===== src/rtl/core/mtt_pkg.sv =====
// Shared widths, codes and state encoding for the encoder turn tracker.
package mtt_pkg;

	localparam int ANGLE_BITS = 12;
	localparam int TURN_BITS  = 16;
	localparam int TOL_BITS   = 8;
	localparam int RATE_BITS  = 16;
	localparam int CFG_BITS   = 2;
	localparam int QUAD_BITS  = 3;
	localparam int RATE_OUT_BITS = 32;
	localparam int TOTAL_BITS = TURN_BITS + ANGLE_BITS + 1;
	localparam int OP_BITS    = (TOTAL_BITS + 1 > RATE_OUT_BITS + 1) ? TOTAL_BITS + 1
	                                                                  : RATE_OUT_BITS + 1;
	localparam int PROD_BITS  = OP_BITS + RATE_BITS + 1;

	localparam logic [ANGLE_BITS-1:0] HOME_POS_RST = '0;
	localparam logic [TOL_BITS-1:0]   HOME_TOL_RST = TOL_BITS'(6);
	localparam logic [RATE_BITS-1:0]  RATE_RST     = RATE_BITS'(20);

	typedef enum logic [CFG_BITS-1:0] {
		CFG_HOME_POS = 2'd0,
		CFG_HOME_TOL = 2'd1,
		CFG_RATE     = 2'd2
	} cfg_idx_t;

	typedef enum logic [1:0] {
		ST_OK        = 2'd0,
		ST_ABSENT    = 2'd1,
		ST_NOT_HOMED = 2'd2,
		ST_REJECTED  = 2'd3
	} status_t;

	typedef enum logic [7:0] {
		S_IDLE = 8'b0000_0001,
		S_EVAL = 8'b0000_0010,
		S_TOT  = 8'b0000_0100,
		S_MV   = 8'b0000_1000,
		S_VEL  = 8'b0001_0000,
		S_MA   = 8'b0010_0000,
		S_ACC  = 8'b0100_0000,
		S_DONE = 8'b1000_0000
	} state_t;

	typedef struct packed {
		logic signed [OP_BITS-1:0] op_a;
		logic [RATE_BITS-1:0]      rate;
	} mul_req_t;

endpackage


===== src/rtl/core/mtt_mul.sv =====
// Shared rate multiplier with 32-bit signed saturation and registered result.
module mtt_mul
	import mtt_pkg::*;
(
	input  logic                            clk,
	input  mtt_pkg::mul_req_t               req,
	output logic signed [RATE_OUT_BITS-1:0] res_q
);

	logic signed [PROD_BITS-1:0] prod;
	logic                        ovf;

	assign prod = PROD_BITS'(req.op_a) * $signed({1'b0, req.rate});
	assign ovf  = (prod[PROD_BITS-1:RATE_OUT_BITS-1] != '0) &&
	              (prod[PROD_BITS-1:RATE_OUT_BITS-1] != '1);

	always_ff @(posedge clk) begin
		if (ovf) begin
			res_q <= prod[PROD_BITS-1] ? {1'b1, {(RATE_OUT_BITS-1){1'b0}}}
			                           : {1'b0, {(RATE_OUT_BITS-1){1'b1}}};
		end else begin
			res_q <= prod[RATE_OUT_BITS-1:0];
		end
	end

endmodule


===== src/rtl/core/magnetic_encoder_turn_tracker_top.sv =====
// Encoder turn tracker: homing, turn counting, total angle, velocity and acceleration.
//
//   channel | direction | handshake            | payload
//   in      | sink      | in_valid / in_stall  | func, raw_angle, sensor_present
//   out     | source    | out_valid / out_stall| status, is_homed, position, total_angle,
//           |           |                      | velocity, acceleration
//   cfg     | sink      | cfg_valid / cfg_ready| cfg_index, cfg_data
//
// An update runs S_EVAL, S_TOT, S_MV, S_VEL, S_MA, S_ACC, S_DONE; a failed step or homing
// goes from S_EVAL to S_DONE. The shared multiplier is used twice: velocity, acceleration.
// in_stall is high from the input transfer until the result is loaded into the output
// register, so the next item can be taken while a result waits on out_stall.
// arst_n clears all control and tracking state; cfg_ready is always high.
module magnetic_encoder_turn_tracker_top
	import mtt_pkg::*;
(
	input  logic                            clk,
	input  logic                            arst_n,
	input  logic                            in_valid,
	output logic                            in_stall,
	input  logic                            func,
	input  logic [ANGLE_BITS-1:0]           raw_angle,
	input  logic                            sensor_present,
	output logic                            out_valid,
	input  logic                            out_stall,
	output logic [1:0]                      status,
	output logic                            is_homed,
	output logic [ANGLE_BITS-1:0]           position,
	output logic signed [TOTAL_BITS-1:0]    total_angle,
	output logic signed [RATE_OUT_BITS-1:0] velocity,
	output logic signed [RATE_OUT_BITS-1:0] acceleration,
	input  logic                            cfg_valid,
	output logic                            cfg_ready,
	input  logic [CFG_BITS-1:0]             cfg_index,
	input  logic [RATE_BITS-1:0]            cfg_data
);

	state_t                          state_q;
	logic                            func_q;
	logic [ANGLE_BITS-1:0]           raw_q;
	logic                            present_q;
	logic [ANGLE_BITS-1:0]           home_pos_q;
	logic [TOL_BITS-1:0]             home_tol_q;
	logic [RATE_BITS-1:0]            rate_q;
	logic                            homed_q;
	logic [ANGLE_BITS-1:0]           offset_q;
	logic [ANGLE_BITS-1:0]           rel_q;
	logic [QUAD_BITS-1:0]            quad_q;
	logic signed [TURN_BITS-1:0]     turn_q;
	logic signed [TOTAL_BITS-1:0]    total_q;
	logic signed [RATE_OUT_BITS-1:0] vel_q;
	logic signed [RATE_OUT_BITS-1:0] acc_q;
	status_t                         stat_q;
	logic signed [OP_BITS-1:0]       op_a_q;
	logic                            out_valid_q;

	logic [ANGLE_BITS-1:0]           home_gap;
	logic [QUAD_BITS-1:0]            quad;
	logic signed [TOTAL_BITS-1:0]    new_total;
	logic signed [OP_BITS-1:0]       delta;
	logic signed [OP_BITS-1:0]       vel_diff;
	logic signed [RATE_OUT_BITS-1:0] mul_res;
	logic                            in_xfer;
	logic                            cfg_xfer;
	logic                            load_out;
	mul_req_t                        mul_req;

	localparam logic signed [TURN_BITS-1:0] TURN_MAX = {1'b0, {(TURN_BITS-1){1'b1}}};
	localparam logic signed [TURN_BITS-1:0] TURN_MIN = {1'b1, {(TURN_BITS-1){1'b0}}};
	localparam logic [QUAD_BITS-1:0] QUAD_FIRST = QUAD_BITS'(1);
	localparam logic [QUAD_BITS-1:0] QUAD_LAST  = QUAD_BITS'(4);

	assign in_stall  = (state_q != S_IDLE);
	assign cfg_ready = 1'b1;
	assign in_xfer   = in_valid && !in_stall;
	assign cfg_xfer  = cfg_valid && cfg_ready;
	assign load_out  = (state_q == S_DONE) && (!out_valid_q || !out_stall);

	assign home_gap  = (raw_q > home_pos_q) ? raw_q - home_pos_q : home_pos_q - raw_q;
	assign quad      = {1'b0, raw_q[ANGLE_BITS-1 -: 2]} + QUAD_FIRST;
	assign new_total = {turn_q[TURN_BITS-1], turn_q, raw_q};
	assign delta     = OP_BITS'(new_total) - OP_BITS'(total_q);
	assign vel_diff  = OP_BITS'(mul_res) - OP_BITS'(vel_q);

	assign mul_req.op_a = op_a_q;
	assign mul_req.rate = rate_q;

	mtt_mul u_mul (
		.clk   (clk),
		.req   (mul_req),
		.res_q (mul_res)
	);

	always_ff @(posedge clk or negedge arst_n) begin
		if (!arst_n) begin
			state_q     <= S_IDLE;
			home_pos_q  <= HOME_POS_RST;
			home_tol_q  <= HOME_TOL_RST;
			rate_q      <= RATE_RST;
			homed_q     <= 1'b0;
			offset_q    <= '0;
			rel_q       <= '0;
			quad_q      <= '0;
			turn_q      <= '0;
			total_q     <= '0;
			vel_q       <= '0;
			acc_q       <= '0;
			out_valid_q <= 1'b0;
		end else begin
			if (cfg_xfer) begin
				case (cfg_index)
					CFG_HOME_POS: begin
						home_pos_q <= cfg_data[ANGLE_BITS-1:0];
						homed_q    <= 1'b0;
					end
					CFG_HOME_TOL: home_tol_q <= cfg_data[TOL_BITS-1:0];
					CFG_RATE:     rate_q     <= cfg_data;
					default: ;
				endcase
			end

			if (load_out) begin
				out_valid_q <= 1'b1;
			end else if (!out_stall) begin
				out_valid_q <= 1'b0;
			end

			case (state_q)
				S_IDLE: begin
					if (in_xfer) begin
						state_q <= S_EVAL;
					end
				end
				S_EVAL: begin
					if (!func_q) begin
						if (home_gap > ANGLE_BITS'(home_tol_q)) begin
							homed_q <= 1'b0;
						end else begin
							homed_q  <= 1'b1;
							offset_q <= raw_q;
							rel_q    <= '0;
						end
						state_q <= S_DONE;
					end else if (!present_q || !homed_q) begin
						state_q <= S_DONE;
					end else begin
						rel_q <= raw_q - offset_q;
						if (quad != quad_q) begin
							if (quad == QUAD_FIRST && quad_q == QUAD_LAST) begin
								if (turn_q != TURN_MAX) begin
									turn_q <= turn_q + TURN_BITS'(1);
								end
							end else if (quad == QUAD_LAST && quad_q == QUAD_FIRST) begin
								if (turn_q != TURN_MIN) begin
									turn_q <= turn_q - TURN_BITS'(1);
								end
							end
							quad_q <= quad;
						end
						state_q <= S_TOT;
					end
				end
				S_TOT: begin
					total_q <= new_total;
					state_q <= S_MV;
				end
				S_MV: begin
					state_q <= S_VEL;
				end
				S_VEL: begin
					vel_q   <= mul_res;
					state_q <= S_MA;
				end
				S_MA: begin
					state_q <= S_ACC;
				end
				S_ACC: begin
					acc_q   <= mul_res;
					state_q <= S_DONE;
				end
				S_DONE: begin
					if (load_out) begin
						state_q <= S_IDLE;
					end
				end
				default: state_q <= S_IDLE;
			endcase
		end
	end

	always_ff @(posedge clk) begin
		if (in_xfer) begin
			func_q    <= func;
			raw_q     <= raw_angle;
			present_q <= sensor_present;
		end
		if (state_q == S_EVAL) begin
			if (!func_q) begin
				stat_q <= (home_gap > ANGLE_BITS'(home_tol_q)) ? ST_REJECTED : ST_OK;
			end else if (!present_q) begin
				stat_q <= ST_ABSENT;
			end else if (!homed_q) begin
				stat_q <= ST_NOT_HOMED;
			end else begin
				stat_q <= ST_OK;
			end
		end
		if (state_q == S_TOT) begin
			op_a_q <= delta;
		end else if (state_q == S_VEL) begin
			op_a_q <= vel_diff;
		end
		if (load_out) begin
			status       <= stat_q;
			is_homed     <= homed_q;
			position     <= rel_q;
			total_angle  <= total_q;
			velocity     <= vel_q;
			acceleration <= acc_q;
		end
	end

	assign out_valid = out_valid_q;

	a_home_write_clears: assert property (@(posedge clk) disable iff (!arst_n)
		cfg_xfer && cfg_index == CFG_HOME_POS && state_q == S_IDLE |=> !homed_q)
		else $error("home position write did not clear homed flag");

	a_accept_to_eval: assert property (@(posedge clk) disable iff (!arst_n)
		in_xfer |=> state_q == S_EVAL)
		else $error("accepted item did not enter evaluation");

	a_load_sets_valid: assert property (@(posedge clk) disable iff (!arst_n)
		load_out |=> out_valid_q && state_q == S_IDLE)
		else $error("result load did not raise out_valid");

	a_total_only_in_tot: assert property (@(posedge clk) disable iff (!arst_n)
		!$stable(total_q) |-> $past(state_q) == S_TOT)
		else $error("total position changed outside its step");

endmodule

===== config.mk =====
export PLATFORM = sky130hd
export DESIGN_NAME = magnetic_encoder_turn_tracker_top
export DESIGN_NICKNAME = d
export VERILOG_FILES = /design/src/rtl/core/mtt_pkg.sv /design/src/rtl/core/mtt_mul.sv /design/src/rtl/core/magnetic_encoder_turn_tracker_top.sv
export SDC_FILE = /design/constraint.sdc
export NUM_CORES = 2
export LEC_CHECK = 0
export ABC_AREA = 1
export BUFFER_PORTS_ARGS = -buffer_cell sky130_fd_sc_hd__clkbuf_2
export CAP_MARGIN = 15
export CORE_MARGIN = 1.5
export CORE_UTILIZATION = 65
export CTS_CLUSTER_DIAMETER = 50
export CTS_CLUSTER_SIZE = 12
export DETAILED_ROUTE_END_ITERATION = 8
export PLACE_DENSITY = 0.81
export SYNTH_ARGS = -nofsm -noshare
export SYNTH_HDL_FRONTEND = slang
export SYNTH_SLANG_ARGS = --single-unit

===== constraint.sdc =====
create_clock -name clk -period 15.8 [get_ports clk]
set_input_delay 0.79 -clock clk [delete_from_list [all_inputs] [get_ports clk]]
set_output_delay 0.79 -clock clk [all_outputs]
set_load 0.02 [all_outputs]

# Yosys cells after proc, flatten, opt, wreduce, memory -nomap -nowiden

Index checks and enable logic that the tools add are counted.

Shift-type cells: 0
Bitwise logic cells: 3
Multiply operators: 1
Divide/modulo/power cells: 0
Multiplexer cells: 28
Reductions and logical operators: 25
$add $sub $neg: 8
$lt $le $gt $ge: 2
Equal/unequal tests: 25

Operators by type and width:

| operator              | number |
|---|---|
| $mux 33               | 2 |
| $mux 16               | 4 |
| $mux 32               | 2 |
| $pmux 8 s8            | 1 |
| $mul 33x17->50        | 1 |
| $mux 12               | 4 |
| $sub 12x12->12        | 3 |
| $sub 32x32->33        | 1 |
| $mux 8                | 4 |
| $ne 16x16->1 const B  | 2 |
| $sub 28x28->29        | 1 |
| $ne 19x19->1 const B  | 1 |
| $reduce_bool 19->1    | 1 |
| $add 16x2->16 const B | 1 |
| $sub 16x2->16 const B | 1 |
| $gt 12x12->1          | 1 |
| $gt 12x8->1           | 1 |
| $eq 8x1->1 const B    | 1 |
| $eq 8x2->1 const B    | 1 |
| $eq 8x3->1 const B    | 1 |
| $eq 8x4->1 const B    | 1 |
| $eq 8x5->1 const B    | 1 |
| $eq 8x6->1 const B    | 1 |
| $eq 8x7->1 const B    | 1 |
| 22 further kinds      | 54 |

Logic and storage cells: 117
Register bits: 369
Latch bits: 0
Memories kept: 0
RAM bits: 0
ROM bits: 0
Input port bits: 37

# Longest topological paths before layout

Depth in word-level cells: 6
Gate-level depth with buffers: 35
Depth with buffers taken out: 32

# Cells and area by module

A second synthesis with hierarchy kept.

Cell total of the unflattened synthesis: 5107
Area, all modules: 40003.4 µm²

By module, submodules not included:

| module                            | area each (µm²) | instances | cells each | sequential area each (µm²) |
|---|---|---|---|---|
| mtt_mul                           | 21588.2         | 1         | 3002       | 640.6 |
| magnetic_encoder_turn_tracker_top | 18415.2         | 1         | 2105       | 9220.1 |

# Least setup slack after synthesis

OpenSTA, ideal clock, no wires.

Kind: reg2reg
Start: register state_q[1]
End: register acceleration[0] (enable)
Stages on the path, launching flop included: 6
Period minus slack after synthesis: 6.706 ns
Path slack: 9.094 ns
Path buffers: 0
Arrival time: 6.098 ns
Path through: dfrtp_1 nor2_1 inv_1 nor2_1 nand4_1 a21oi_1

Word-level cells in the longest chain between the ends: 2

Ends and longest elaborated chain:

| element                | line                                     | source |
|---|---|---|
| start, declared        | magnetic_encoder_turn_tracker_top.sv:38  | `state_t state_q;` |
| start signal, assigned | magnetic_encoder_turn_tracker_top.sv:96  | `state_q <= S_IDLE;` |
| start signal, assigned | magnetic_encoder_turn_tracker_top.sv:131 | `state_q <= S_EVAL;` |
| start signal, assigned | magnetic_encoder_turn_tracker_top.sv:143 | `state_q <= S_DONE;` |
| $eq 8x8->1             | magnetic_encoder_turn_tracker_top.sv:77  | `assign load_out = (state_q == S_DONE) && (!out_valid_q \|\| !out_stall);` |
| $logic_and 1x1->1      | magnetic_encoder_turn_tracker_top.sv:77  |  |
| net load_out           | magnetic_encoder_turn_tracker_top.sv:65  | `logic load_out;` |
| end signal, assigned   | magnetic_encoder_turn_tracker_top.sv:219 | `acceleration <= acc_q;` |
| end, declared          | magnetic_encoder_turn_tracker_top.sv:31  | `output logic signed [RATE_OUT_BITS-1:0] acceleration,` |

The timed path passes the listed nets, and every way through them passes these cells.
A chain may end at the register's enable or synchronous reset.

# Worst setup path after layout

Start: register rate_q[2]
End: register u_mul.res_q[12]

Word-level cells in the longest chain between the ends: 4
Elaborated cells on any way between the ends: 6

Ends and longest elaborated chain:

| element                                                   | line                                     | source |
|---|---|---|
| start, declared                                           | magnetic_encoder_turn_tracker_top.sv:44  | `logic [RATE_BITS-1:0] rate_q;` |
| start signal, assigned                                    | magnetic_encoder_turn_tracker_top.sv:117 | `CFG_RATE: rate_q <= cfg_data;` |
| $mul 33x17->50 *                                          | mtt_mul.sv:13                            | `assign prod = PROD_BITS'(req.op_a) * $signed({1'b0, req.rate});` |
| $ne 19x19->1 / $reduce_bool 19->1 (equally long branches) | mtt_mul.sv:15, mtt_mul.sv:14             |  |
| $logic_and 1x1->1                                         | mtt_mul.sv:14                            | `assign ovf = (prod[PROD_BITS-1:RATE_OUT_BITS-1] != '0) &&` |
| $mux 32 *                                                 | mtt_mul.sv:18                            | `if (ovf) begin` |
| end signal, assigned                                      | mtt_mul.sv:19                            | `res_q <= prod[PROD_BITS-1] ? {1'b1, {(RATE_OUT_BITS-1){1'b0}}}` |
| end signal, assigned                                      | mtt_mul.sv:22                            | `res_q <= prod[RATE_OUT_BITS-1:0];` |
| end, declared                                             | mtt_mul.sv:7                             | `output logic signed [RATE_OUT_BITS-1:0] res_q` |

Mark *: on every way between the ends. The rest lies on a longest branch, timed or not.

==> results.json <==
{
  "dp_slack_ns": 7.978,
  "rsz0062_at_grt": "no",
  "overflow": 0,
  "cp-end-kind": "flip-flop",
  "rows": 90,
  "maxCapViolCount": 0,
  "hold_viol": 0,
  "synthesis.area_um2": 39680,
  "finalSetupViolCount": 0,
  "io_pins": 148,
  "synth_seq_area_share": 0.2485,
  "diodes": 0,
  "cts.sinks": 369,
  "area.growth.synth_to_final_pct": 7.000,
  "hold_path.class": "in2async",
  "period_needed_ns": 7.854,
  "max-clock-path-buffers": 3,
  "grt_max_degree": 109,
  "syn-num-nets": 5826,
  "synth_cells": 5043,
  "yosysTopAreaCell": "fa_1",
  "synth-async-reset-ratio": 0.4905,
  "finalClockSkew_ns": 0.03827,
  "grt_pass1_vias": 33180,
  "synth_cell_types": 56,
  "cp_data_arrival_time_ns": 8.32,
  "relSlewSlack": 0.2887,
  "htree_levels": 2,
  "cts_tree": "done",
  "synth_edf_count": 156,
  "required_ns": 16.27,
  "vias": 33170,
  "setup_slack_ns": 7.946,
  "status": "finished clean",
  "antenna_found_initial": 4,
  "cts_buffers": 47,
  "portBuffers": 146,
  "cts_root_buffer": "clkbuf_16",
  "grt_pass1_wl_um": 183600,
  "ys_seq_elements": 369,
  "cts_resized": 0,
  "wl_per_cell_um": 19.89,
  "path_max_fanout": 34,
  "track_usage": 0.3834,
  "final.period_utilization": 0.4971,
  "crit_path_start_kind": "flip-flop",
  "yosysWarnings": 0,
  "synth.top_cells.by_area": "fa_1 (26%), nand2_1 (14%), edfxtp_1 (12%)",
  "worstSetupPathType": "reg2reg",
  "drive_gt1_frac": 0.06439,
  "drt-initial-drc-count": 3424,
  "gp_congestion": 1.051,
  "wirelength_um": 117500,
  "avgSynthCellArea_um2": 7.868,
  "worstMarginPinSlew_ns": 1.067,
  "yosysMostFrequentCell": "nand2_1",
  "initial_core_util": 0.6574,
  "clk-insertion-delay-late_ns": 0.61,
  "die_h_um": 250.1,
  "nets": 5870,
  "first_pass_iters": 6,
  "synthTopCellsByCount": "nand2_1 (1437), inv_1 (1241), fa_1 (509), o21ai_0 (246), ha_1 (237)",
  "ant_nets": 0,
  "path_clk_slew_ns": 0.06,
  "die_x_um": 250.1,
  "netlist.area_leader.share": 0.2568,
  "die_area_um2": 62540,
  "fmaxAchievable_mhz": 127.3,
  "cts_hold_buf": 0,
  "hpwl_um": 91820,
  "fin_tns_setup_ns": 0,
  "fp.coreArea_um2": 60360,
  "maxSlewViolCount": 0,
  "viasPerCell": 5.615,
  "drc_errors": 0,
  "synth_ff_type": "dfrtp_1",
  "cts_post_setup_buffers_inserted": 0
}
[routing by layer]
metal	global-route usage	vias up	share of wire
met5	0	-	0.00034
met4	0.1517	6	0.047
met3	0.08126	328	0.11
met2	0.6009	1794	0.45
met1	0.5261	15880	0.39
li1	-	15160	-
[area by class of cell]
type	instances	area (um2)
clock inverter	18	266.5
multi-input combinational	3239	24360
tap	782	978.4
fill	4864	17900
inverter	1255	4711
timing repair buffer	175	969.7
clock buffer	69	1311
sequential	369	9861
[cells in the final DEF, fill, tap and decap left out, types with 4 or more instances in the layout]
cell type | netlist | final
inv_2 | 9 | 9
a21o_1 | 7 | 7
o21a_1 | 8 | 8
dfstp_2 | 5 | 5
clkbuf_16 | 0 | 49
nand3_1 | 129 | 128
dfrtp_1 | 176 | 176
nor2_2 | 17 | 17
inv_1 | 1241 | 1241
a21oi_1 | 182 | 181
o21ai_0 | 246 | 246
nor2_1 | 189 | 189
inv_8 | 0 | 7
nor4_1 | 11 | 11
inv_6 | 0 | 4
ha_1 | 237 | 237
clkbuf_2 | 0 | 145
dfxtp_1 | 32 | 32
xnor2_1 | 31 | 31
a31oi_1 | 4 | 4
nand3_2 | 9 | 10
nand2_1 | 1437 | 1435
nand3b_1 | 7 | 7
mux2_2 | 4 | 4
o21bai_1 | 12 | 12
o21ai_1 | 12 | 12
nor2_4 | 4 | 4
clkbuf_1 | 164 | 19
clkinv_1 | 5 | 6
nand2_2 | 24 | 26
or2_2 | 5 | 5
fa_1 | 509 | 509
nand4_1 | 53 | 53
edfxtp_1 | 156 | 156
xor2_1 | 42 | 42
nor3_1 | 25 | 25
a211oi_1 | 6 | 6
buf_4 | 6 | 28
[flip-flops by register name (all words and copies together) (netlist names), 16 cells and up]
register      count
acc_q            32
acceleration     32
op_a_q           33
rate_q           16
total_angle      28
total_q          28
turn_q           16
u_mul.res_q      32
vel_q            32
velocity         32
[final timing paths]
check | start | endpoint | slack, ns | cells past startpoint
min in group clk | raw_angle[7] | raw_q[7] | 0.36 | 1
max in group asynchronous | arst_n | vel_q[23] | 13.92 | 2
setup reg to reg | rate_q[2] | u_mul.res_q[12] | 7.95 | 26
setup / recovery | rate_q[2] | u_mul.res_q[12] | 7.95 | 26
hold reg to reg | stat_q[0] | status[0] | 0.43 | 0
hold / removal | arst_n | rel_q[7] | 0.32 | 1
[cells by family after synthesis]
group | share of synthesized area
AOI/OAI and AO/OA | 0.06625
muxes | 0.001640
and+or+nand+nor | 0.1977
other | 0.00009451
DFF | 0.2485
adders and majority gates | 0.3315
buffers and inverters | 0.1381
xor gates and xnor gates | 0.01611
[per-stage QoR]
stage          hold WS (ns)  instance area (um2)  utilization  std cells
3_5_place_dp         0.4057                40860       0.6769       5819
6_report             0.3215                42460       0.7034       5907
4_1_cts              0.3406                42440       0.7031       5906
5_1_grt              0.3486                42460       0.7034       5907
2_1_floorplan        0.4003                39680            -       5043
3_3_place_gp         0.4034                40860       0.6769       5819
[critical path, cell delays in order (launching register included)]
cell and delay, ns:
dfstp_2 1.09, nand2_1 0.10, inv_1 0.17, fa_1 0.43, inv_1 0.26, fa_1 0.59
inv_1 0.26, fa_1 0.48, fa_1 0.56, inv_1 0.05, fa_1 0.48, inv_1 0.05
fa_1 0.43, ha_1 0.56, nand2_1 0.18, nor2_1 0.25, nand2_1 0.14, nor2_1 0.17
nand3_1 0.20, nand3_1 0.18, nand2_1 0.06, nand2_1 0.06, nand2_1 0.09, nor2_1 0.14
nand3_2 0.13, nand3_2 0.46, nand2_1 0.13
Power is left out: the tool's default activity adds up to more than one toggle a clock period on the data nets, which glitch-free logic cannot reach.
